$ cat config.mk
export PLATFORM = sky130hd
export DESIGN_NAME = adv_record_command_session_filter_top
export DESIGN_NICKNAME = d
export VERILOG_FILES = /design/src/rtl/arcsf_pkg.sv /design/src/rtl/adv_record_command_session_filter_top.sv
export SDC_FILE = /design/constraint.sdc
export NUM_CORES = 1
export LEC_CHECK = 0
export BUFFER_PORTS_ARGS = -buffer_cell sky130_fd_sc_hd__buf_2
export CORE_ASPECT_RATIO = 1.1
export CORE_MARGIN = 2
export CORE_UTILIZATION = 63
export DETAILED_ROUTE_END_ITERATION = 8
export PLACE_DENSITY = 0.81
export SYNTH_ARGS = -nofsm -noshare
export SYNTH_HDL_FRONTEND = slang
export SYNTH_SLANG_ARGS = --single-unit
$ cat constraint.sdc
create_clock -name clock -period 7.74 [get_ports clock]
set_input_delay 1.161 -clock clock [delete_from_list [all_inputs] [get_ports clock]]
set_output_delay 1.161 -clock clock [all_outputs]
set_load 0.01 [all_outputs]
$ cat src/rtl/arcsf_pkg.sv
package arcsf_pkg;

   localparam int PAYLOAD_BYTES = 7;
   localparam int CMD_BYTES = 7;
   localparam int CNT_W = $clog2(PAYLOAD_BYTES + 1);
   localparam int FILL_W = $clog2(CMD_BYTES + 1);

   // register indexes on the csr port
   localparam logic [2:0] REG_MAKER_ID = 3'd0;
   localparam logic [2:0] REG_PROTO_VERSION = 3'd1;
   localparam logic [2:0] REG_OWN_DEVICE = 3'd2;
   localparam logic [2:0] REG_ALL_DEVICES = 3'd3;
   localparam logic [2:0] REG_START_CODE = 3'd4;
   localparam logic [2:0] REG_STOP_CODE = 3'd5;
   localparam logic [2:0] REG_MAKER_TYPE = 3'd6;

   localparam logic [1:0] OUT_IGNORED = 2'd0;
   localparam logic [1:0] OUT_STARTED = 2'd1;
   localparam logic [1:0] OUT_STOPPED = 2'd2;

   typedef struct packed {
      logic [7:0] data_byte;
      logic       first_byte;
      logic       last_byte;
      logic       cmd;
   } arcsf_req_type;

   typedef struct packed {
      logic [1:0]  outcome;
      logic        active_now;
      logic [15:0] session_now;
   } arcsf_rsp_type;

   typedef struct packed {
      logic [15:0] maker_id;
      logic [7:0]  proto_version;
      logic [7:0]  own_device;
      logic [7:0]  all_devices_code;
      logic [7:0]  start_code;
      logic [7:0]  stop_code;
      logic [7:0]  maker_record_type;
   } arcsf_cfg_type;

   typedef struct packed {
      logic [1:0]  outcome;
      logic        on;
      logic [15:0] session;
   } arcsf_try_type;

   typedef logic [CMD_BYTES-1:0][7:0] arcsf_cmd_type;

   // checks one 7-byte command against the config and the session state
   function automatic arcsf_try_type try_command(input arcsf_cmd_type b,
                                                 input arcsf_cfg_type cfg,
                                                 input logic on,
                                                 input logic [15:0] ses);
      arcsf_try_type r;
      logic [15:0] new_ses;
      logic hdr_ok;
      r.outcome = OUT_IGNORED;
      r.on = on;
      r.session = ses;
      new_ses = {b[6], b[5]};
      hdr_ok = (b[0] == cfg.maker_id[7:0]) && (b[1] == cfg.maker_id[15:8])
               && (b[2] == cfg.proto_version)
               && ((b[4] == cfg.all_devices_code) || (b[4] == cfg.own_device));
      if (hdr_ok) begin
         if (b[3] == cfg.start_code) begin
            if (!(on && (new_ses == ses))) begin
               r.outcome = OUT_STARTED;
               r.on = 1'b1;
               r.session = new_ses;
            end
         end else if (b[3] == cfg.stop_code) begin
            if (on) begin
               r.outcome = OUT_STOPPED;
               r.on = 1'b0;
               r.session = new_ses;
            end
         end
      end
      return r;
   endfunction

endpackage

$ cat src/rtl/adv_record_command_session_filter_top.sv
// the result is registered into the output register on the last byte's transfer
// throughput: one packet byte per cycle; all parsing is one pass of compares per byte
// a last byte waits only while the previous result is still held by a stalled consumer
// reset (synchronous, active high) clears the session state, the packet framing and the
// output valid, and loads the register reset values; no clearing pass is needed
module adv_record_command_session_filter_top (
   input  logic                    clock,
   input  logic                    reset,
   input  logic                    req_valid,
   output logic                    req_stall,
   input  arcsf_pkg::arcsf_req_type req_data,
   output logic                    rsp_valid,
   input  logic                    rsp_stall,
   output arcsf_pkg::arcsf_rsp_type rsp_data,
   input  logic                    csr_valid,
   output logic                    csr_ready,
   input  logic [2:0]              csr_index,
   input  logic [15:0]             csr_data
);

   localparam logic [1:0] PH_LENGTH = 2'd0;
   localparam logic [1:0] PH_TYPE = 2'd1;
   localparam logic [1:0] PH_VALUE = 2'd2;

   arcsf_pkg::arcsf_cfg_type cfg_ff;

   logic        on_ff, on_in;
   logic [15:0] ses_ff, ses_in;
   logic        in_packet_ff;
   logic        is_write_ff, is_write_in;
   logic [arcsf_pkg::CNT_W-1:0]  count_ff, count_in;
   logic [7:0]  left_ff, left_in;
   logic [1:0]  phase_ff, phase_in;
   logic [7:0]  kind_ff, kind_in;
   logic [arcsf_pkg::FILL_W-1:0] fill_ff, fill_in;
   logic        stopped_ff, stopped_in;
   logic        hit_ff, hit_in;
   logic [1:0]  hout_ff, hout_in;
   logic        long_ff, long_in;
   arcsf_pkg::arcsf_cmd_type head_ff, head_in;
   arcsf_pkg::arcsf_cmd_type rec_ff, rec_in;

   logic rsp_valid_ff;
   arcsf_pkg::arcsf_rsp_type rsp_data_ff, rsp_data_in;

   logic accept;
   logic start;
   logic rec_done;
   arcsf_pkg::arcsf_try_type rec_try, head_try;
   logic [7:0] v;

   assign csr_ready = 1'b1;
   // only a result-producing byte has to wait for the output register
   assign req_stall = rsp_valid_ff && rsp_stall && req_data.last_byte;
   assign accept = req_valid && !req_stall;
   assign rsp_valid = rsp_valid_ff;
   assign rsp_data = rsp_data_ff;
   assign v = req_data.data_byte;
   assign start = req_data.first_byte || !in_packet_ff;

   always_comb begin
      // packet start forces the cleared per-packet state
      is_write_in = start ? req_data.cmd : is_write_ff;
      count_in = start ? '0 : count_ff;
      left_in = start ? 8'd0 : left_ff;
      phase_in = start ? PH_LENGTH : phase_ff;
      kind_in = start ? 8'd0 : kind_ff;
      fill_in = start ? '0 : fill_ff;
      stopped_in = start ? 1'b0 : stopped_ff;
      hit_in = start ? 1'b0 : hit_ff;
      hout_in = start ? arcsf_pkg::OUT_IGNORED : hout_ff;
      long_in = start ? 1'b0 : long_ff;
      head_in = head_ff;
      rec_in = rec_ff;
      rec_done = 1'b0;
      on_in = on_ff;
      ses_in = ses_ff;

      for (int i = 0; i < arcsf_pkg::CMD_BYTES; i++) begin
         if (count_in == arcsf_pkg::CNT_W'(i)) begin
            head_in[i] = v;
         end
      end
      if (count_in < arcsf_pkg::CNT_W'(arcsf_pkg::PAYLOAD_BYTES)) begin
         count_in = count_in + 1'b1;
      end

      if (!is_write_in && !stopped_in && !hit_in) begin
         unique case (phase_in)
            PH_LENGTH: begin
               if (v == 8'd0) begin
                  stopped_in = 1'b1;
               end else begin
                  left_in = v - 8'd1;
                  long_in = 9'(v) >= 9'(arcsf_pkg::PAYLOAD_BYTES + 1);
                  phase_in = PH_TYPE;
               end
            end
            PH_TYPE: begin
               kind_in = v;
               fill_in = '0;
               if (left_in == 8'd0) begin
                  rec_done = 1'b1;
               end else begin
                  phase_in = PH_VALUE;
               end
            end
            default: begin
               for (int i = 0; i < arcsf_pkg::CMD_BYTES; i++) begin
                  if (fill_in == arcsf_pkg::FILL_W'(i)) begin
                     rec_in[i] = v;
                  end
               end
               if (fill_in < arcsf_pkg::FILL_W'(arcsf_pkg::CMD_BYTES)) begin
                  fill_in = fill_in + 1'b1;
               end
               left_in = left_in - 8'd1;
               if (left_in == 8'd0) begin
                  rec_done = 1'b1;
               end
            end
         endcase
      end

      rec_try = arcsf_pkg::try_command(rec_in, cfg_ff, on_ff, ses_ff);
      head_try = arcsf_pkg::try_command(head_in, cfg_ff, on_ff, ses_ff);

      if (rec_done) begin
         phase_in = PH_LENGTH;
         if ((kind_in == cfg_ff.maker_record_type) && long_in
             && (rec_try.outcome != arcsf_pkg::OUT_IGNORED)) begin
            hit_in = 1'b1;
            hout_in = rec_try.outcome;
            on_in = rec_try.on;
            ses_in = rec_try.session;
         end
      end

      rsp_data_in.outcome = hout_in;
      // raw try of the packet head when no record was taken
      if (req_data.last_byte && !hit_in
          && (count_in >= arcsf_pkg::CNT_W'(arcsf_pkg::PAYLOAD_BYTES))) begin
         rsp_data_in.outcome = head_try.outcome;
         on_in = head_try.on;
         ses_in = head_try.session;
      end
      rsp_data_in.active_now = on_in;
      rsp_data_in.session_now = ses_in;
   end

   always_ff @(posedge clock) begin
      if (reset) begin
         cfg_ff.maker_id <= 16'd0;
         cfg_ff.proto_version <= 8'd0;
         cfg_ff.own_device <= 8'd0;
         cfg_ff.all_devices_code <= 8'd255;
         cfg_ff.start_code <= 8'd1;
         cfg_ff.stop_code <= 8'd2;
         cfg_ff.maker_record_type <= 8'd255;
      end else if (csr_valid && csr_ready) begin
         unique case (csr_index)
            arcsf_pkg::REG_MAKER_ID: cfg_ff.maker_id <= csr_data;
            arcsf_pkg::REG_PROTO_VERSION: cfg_ff.proto_version <= csr_data[7:0];
            arcsf_pkg::REG_OWN_DEVICE: cfg_ff.own_device <= csr_data[7:0];
            arcsf_pkg::REG_ALL_DEVICES: cfg_ff.all_devices_code <= csr_data[7:0];
            arcsf_pkg::REG_START_CODE: cfg_ff.start_code <= csr_data[7:0];
            arcsf_pkg::REG_STOP_CODE: cfg_ff.stop_code <= csr_data[7:0];
            arcsf_pkg::REG_MAKER_TYPE: cfg_ff.maker_record_type <= csr_data[7:0];
            default: ;
         endcase
      end
   end

   always_ff @(posedge clock) begin
      if (reset) begin
         on_ff <= 1'b0;
         ses_ff <= 16'd0;
         in_packet_ff <= 1'b0;
      end else if (accept) begin
         on_ff <= on_in;
         ses_ff <= ses_in;
         in_packet_ff <= !req_data.last_byte;
      end
   end

   // per-packet state; a new packet overrides it, so no reset is needed
   always_ff @(posedge clock) begin
      if (accept) begin
         is_write_ff <= is_write_in;
         count_ff <= count_in;
         left_ff <= left_in;
         phase_ff <= phase_in;
         kind_ff <= kind_in;
         fill_ff <= fill_in;
         stopped_ff <= stopped_in;
         hit_ff <= hit_in;
         hout_ff <= hout_in;
         long_ff <= long_in;
         head_ff <= head_in;
         rec_ff <= rec_in;
      end
   end

   always_ff @(posedge clock) begin
      if (reset) begin
         rsp_valid_ff <= 1'b0;
      end else if (accept && req_data.last_byte) begin
         rsp_valid_ff <= 1'b1;
      end else if (!rsp_stall) begin
         rsp_valid_ff <= 1'b0;
      end
   end

   always_ff @(posedge clock) begin
      if (accept && req_data.last_byte) begin
         rsp_data_ff <= rsp_data_in;
      end
   end

   a_outcome_code: assert property (@(posedge clock) disable iff (reset)
      rsp_valid_ff |-> (rsp_data_ff.outcome != 2'd3))
      else $error("undefined outcome code");

   a_started_active: assert property (@(posedge clock) disable iff (reset)
      rsp_valid_ff && (rsp_data_ff.outcome == arcsf_pkg::OUT_STARTED)
      |-> rsp_data_ff.active_now)
      else $error("start result without active measurement");

   a_stopped_idle: assert property (@(posedge clock) disable iff (reset)
      rsp_valid_ff && (rsp_data_ff.outcome == arcsf_pkg::OUT_STOPPED)
      |-> !rsp_data_ff.active_now)
      else $error("stop result with active measurement");

   a_last_gives_result: assert property (@(posedge clock) disable iff (reset)
      accept && req_data.last_byte |=> rsp_valid_ff && !in_packet_ff)
      else $error("last byte transfer did not close the packet with a result");

endmodule

== Word level (Yosys, flattened, before mapping) ==
Index checks and enable logic that the tools add are counted.
Operators by class
  multiply operators: 0
  divide/modulo/power cells: 0
  order comparisons: 4
  bitwise gates (word level): 0
  reduce and logical (&&, ||, !) cells: 44
  equality and inequality tests: 37
  add/sub/neg operators: 4
  muxes and demuxes: 72
  shift operators: 0
Operators by type and width (count)
  $mux W8: 20
  $mux W19: 8
  $eq A8 B8 Y1: 15
  $mux W56: 2
  $mux W16: 3
  $mux W18: 2
  $eq A16 B16 Y1: 2
  $eq A3 B3 Y1 const B: 9
  $logic_not A8 Y1: 3
  $mux W1: 20
  $eq A3 B2 Y1 const B: 6
  $logic_and A1 B1 Y1: 18
  $mux W2: 8
  $pmux W8 S2: 1
  $sub A8 B1 Y8 const B: 2
  $mux W3: 5
  $reduce_and A2 Y1: 7
  $eq A3 B1 Y1 const B: 3
  $logic_not A3 Y1: 3
  $ge A8 B4 Y1 const B: 1
  $logic_not A1 Y1: 7
  $add A3 B1 Y3 const B: 2
  $lt A3 B3 Y1 const B: 2
  $pmux W3 S2: 1
  other kinds (9): 11
Word-level totals
  memories kept: 0
  register bits after elaboration: 244
  bits in writable memories: 0
  memory bits (read-only): 0
  latch bits: 0
  word-level logic and storage cells: 199
  output and inout bits: 22
  input port bits: 35

== Depth between registers and ports, before layout ==
  word-level depth: 20
  gate-level depth with buffers: 20
  mapped depth without buffers: 14

== Least setup slack after synthesis ==
OpenSTA, ideal clock, no wires.
  path type: in2reg
  start: in req_data[1] in the netlist's numbering
  end: reg count_ff[0] in the netlist's numbering, enable pin
  cell stages on the path: 4
  setup slack: 1.671 ns
  data arrival time: 5.507 ns
  setup time: 0.562 ns
  data required time: 7.178 ns
  path buffers: 1
  path through: nand3_1 -> nand2_1 -> inv_1 -> buf_1
On the way
  word-level cells in the longest chain between the ends: 3
Ends and longest elaborated chain
  start, declared: RTL line adv_record_command_session_filter_top.sv:11  | input arcsf_pkg::arcsf_req_type req_data,
  $logic_and A1 B1 Y1: RTL line adv_record_command_session_filter_top.sv:54  | assign req_stall = rsp_valid_ff && rsp_stall && req_data.last_byte;
  $logic_not A1 Y1: RTL line adv_record_command_session_filter_top.sv:55  | assign accept = req_valid && !req_stall;
  $logic_and A1 B1 Y1: RTL line adv_record_command_session_filter_top.sv:55
  named net accept: RTL line adv_record_command_session_filter_top.sv:46  | logic accept;
  end signal, assigned: RTL line adv_record_command_session_filter_top.sv:190  | count_ff <= count_in;
  end, declared: RTL line adv_record_command_session_filter_top.sv:31  | logic [arcsf_pkg::CNT_W-1:0] count_ff, count_in;
The timed path passes the listed nets, and every way through them passes these cells.
A chain may end at the register's enable or synchronous reset.

==> impl_metrics.yaml <==
clock_network:
  clock-sinks: 244
  postCtsSetupRepairBufs: 0
  worstSkewPairLatency_ps: 540
  tritoncts: "yes"
  cts_buffers: 26
  cts_buffer_depth: 3
  cts_resized: 0
  hold_buffers: 0
  root_buffer: "clkbuf_16"
  path_clk_slew_ps: 60
  htreeDepth: 1
timing:
  tns_ps: 0
  hold_viol: 0
  setup_viol_count_final: 0
  relSlewSlack_pct: 22.8
  tightest_slew_ps: 1160
  finalCritPeriodShare_pct: 77.2
  clock_skew_ps: 11.0
  slew_violations: 0
  period_minus_slack_ps: 5980
  fmax_ghz: 0.167
  rsz0062_at_grt: "no"
global_route:
  track_usage_pct: 38.2
  grt_start_max_net_pins: 85
  grt_overflow: 0
  grt_pass1_wl_mm: 72.7
  grt_pass1_vias: 12500
  antenna_found_initial: 0
setup_path:
  cpMostUsedCell: "nand2_1"
  critPathCaptureType: "flip-flop"
  startpoint_type: "input pin"
  worstReg2RegStart: "in_packet_ff$_SDFFE_PP0P_"
  cp_cell_sequence: "buf_2, nor2b_2, nand2_1, inv_1, ha_1, nand4b_1, mux2_2, a2bb2oi_1, o2111ai_1, nor4_1, o21bai_1, nand2_1, mux2i_1, o21ai_0"
  path_class: "input pin to flip-flop"
  cp.required_ps: 8000
  reg2regPathDepth: 14
  critPathSlowestCell: "nand2_1"
  crit_buf_inv: 2
  cpPeakStageDelay_ps: 860
  arrival_ps: 6240
  crit_family: "simple AND/OR/NAND/NOR gates"
  r2r_end: "rsp_data[14]$_DFFE_PP_"
  crit_path_max_fanout: 36
  cp.depth: 14
  r2r_setup_slack_ps: 1970
logic_synthesis:
  synth-async-reset-ratio_pct: 0
  syn_area_sq_um: 14900
  ys_seq_area_share_pct: 43.6
  synth_cells: 1629
  synth.area.top_cells: "edfxtp_1 32%, dfxtp_1 11%, nand2_1 6.7%"
  synth_nets: 1674
  synth_top_cell_area_share_pct: 32.5
  ys_ff_latch: 244
  synth_edf_count: 161
  yosysWarnings: 0
  synth_area_per_cell_sq_um: 9.14
  netlist-cell-type-count: 84
  synth_ff_type: "edfxtp_1"
  synth_top_area_cell: "edfxtp_1"
power:
  p_clk_share_pct: 41.8
  swShare_pct: 25.9
  power_frac_seq_pct: 47.1
  p_per_area_nw_per_um2: 200
  power_w: 0.00325
  internal_power_w: 0.00240
  power_switching_w: 0.000841
  p_comb_share_pct: 11.2
  vdd_drop_max_mv: 0.204
  power.leakage_nw: 6.01
route:
  postRouteWirelength_mm: 47.6
  route.detailed.drc: 0
  wl_per_cell_um: 24.4
  antenna_left: 0
  vias: 13200
  drt_iter0_markers: 1582
  dr.pass1.iters: 6
  drt-vias-per-instance: 6.79
final_layout:
  drive_gt1_share_pct: 9.90
  layout_common_cells: "266 x nand2_1, 161 x edfxtp_1, 102 x xor2_1"
  final_common_cell: "nand2_1"
  final_util_pct: 69.1
  synthToLayoutAreaGrowth_pct: 8.91
  fin_nets: 1671
  fin_cells: 1952
floorplan:
  die_width_um: 151
  initial_core_util_pct: 63.4
  rows: 59
  die_h_um: 165
  io_pins: 57
  die_area_sq_um: 24900
  core-area_sq_um: 23500
job:
  max_cap_viol_count: 0
placed_design:
  hpwl_mm: 31.9
  dpl.cell_count: 1903
  gp_congestion: 0.970
  io_buffers: 55
outcome:
  outcome: "completed"
hold_path:
  min_from: "cfg_ff[11]$_SDFFE_PP0P_"
  whs_endpoint: "cfg_ff[11]$_SDFFE_PP0P_"
  hold_depth: 2
  min-delay-path-class: "flip-flop to flip-flop"
## kinds of logic (layout without fill, tap and decap cells)
family / count (synthesis) / count (layout) / share of synthesized area, %
and+or+nand+nor: 609 / 609 / 21.1
AOI/OAI and AO/OA: 364 / 364 / 15.7
DFF: 244 / 244 / 43.6
buffers and inverters: 176 / 193 / 4.73
xor gates and xnor gates: 158 / 158 / 9.29
muxes: 67 / 67 / 4.71
adders and majority gates: 10 / 10 / 0.840
other: 1 / 2 / 0.0252
## layout make-up
type | instances | area (sq um)
antenna | 1 | 2.50
clock buffer | 28 | 701
clock inverter | 20 | 221
fill | 1864 | 7260
inverter | 69 | 264
multi-input combinational | 1209 | 7720
sequential | 244 | 6500
tap | 305 | 382
timing repair buffer | 76 | 433
## synthesized netlist by cell type, types with 24 or more instances
master	instances
inv_1	68
dfxtp_1	83
o21ai_0	99
a21oi_1	83
mux2i_1	45
edfxtp_1	161
o211ai_1	29
nor2_1	56
nand4_1	26
nand3b_1	24
nand2b_1	55
nor3_1	31
xor2_1	102
clkbuf_1	65
nand4b_1	28
o22ai_1	24
buf_2	28
nor4_1	35
nand2_1	266
xnor2_1	56
## worst min-delay path, cell delays in order, from the launching register on
cell and delay [ps]:
dfxtp_1 320, nand2_1 60, a21oi_1 50
## per-layer routing
layer	GRT usage, %	up-vias	part of all wire, %
li1	-	5906	-
met1	50.5	6316	38
met2	61.4	814	46
met3	5.91	212	9.5
met4	18.5	0	5.6
met5	0	-	0
## registers in the layout, summed over array words and instances (netlist names), 2 cells and up
register / flops
head_ff: 56
rsp_data: 19
left_ff: 8
count_ff: 3
hout_ff: 2
fill_ff: 3
phase_ff: 2
rec_ff: 56
ses_ff: 16
kind_ff: 8
cfg_ff: 64
## worst max path at each step
stage | start | to | slack [ps]
after CTS | req_data[2] | rsp_data[7]$_DFFE_PP_ | 1920
after global routing | req_data[2] | rsp_data[10]$_DFFE_PP_ | 1270
after detailed placement | req_data[2] | rsp_data[7]$_DFFE_PP_ | 1380
after floorplan | req_data[1] | count_ff[0]$_DFFE_PP_ | 1670
after global placement | req_data[2] | ses_ff[0]$_SDFFE_PP0P_ | 1540
final | req_data[2] | rsp_data[14]$_DFFE_PP_ | 1760
## power groups by stage
| stage | Sequential (W) | Clock [W] | Combinational [W] |
|---|---|---|---|
| floorplan | 0.00153 | 0 | 0.000245 |
| finish | 0.00153 | 0.00136 | 0.000363 |
| global placement | 0.00155 | 0 | 0.000343 |
| CTS | 0.00152 | 0.00136 | 0.000353 |
| detailed placement | 0.00155 | 0 | 0.000352 |
| global route | 0.00153 | 0.00140 | 0.000390 |
## stage by stage
stage	cell area [sq um]	setup WS, ps	hold WS (ps)
final	16200	1760	479
after global routing	16200	1270	502
after CTS	16200	1920	478
after detailed placement	15300	1380	470
after global placement	15300	1540	459
after floorplan	14900	1670	441
No activity file was read; power rests on OpenSTA's default activity.
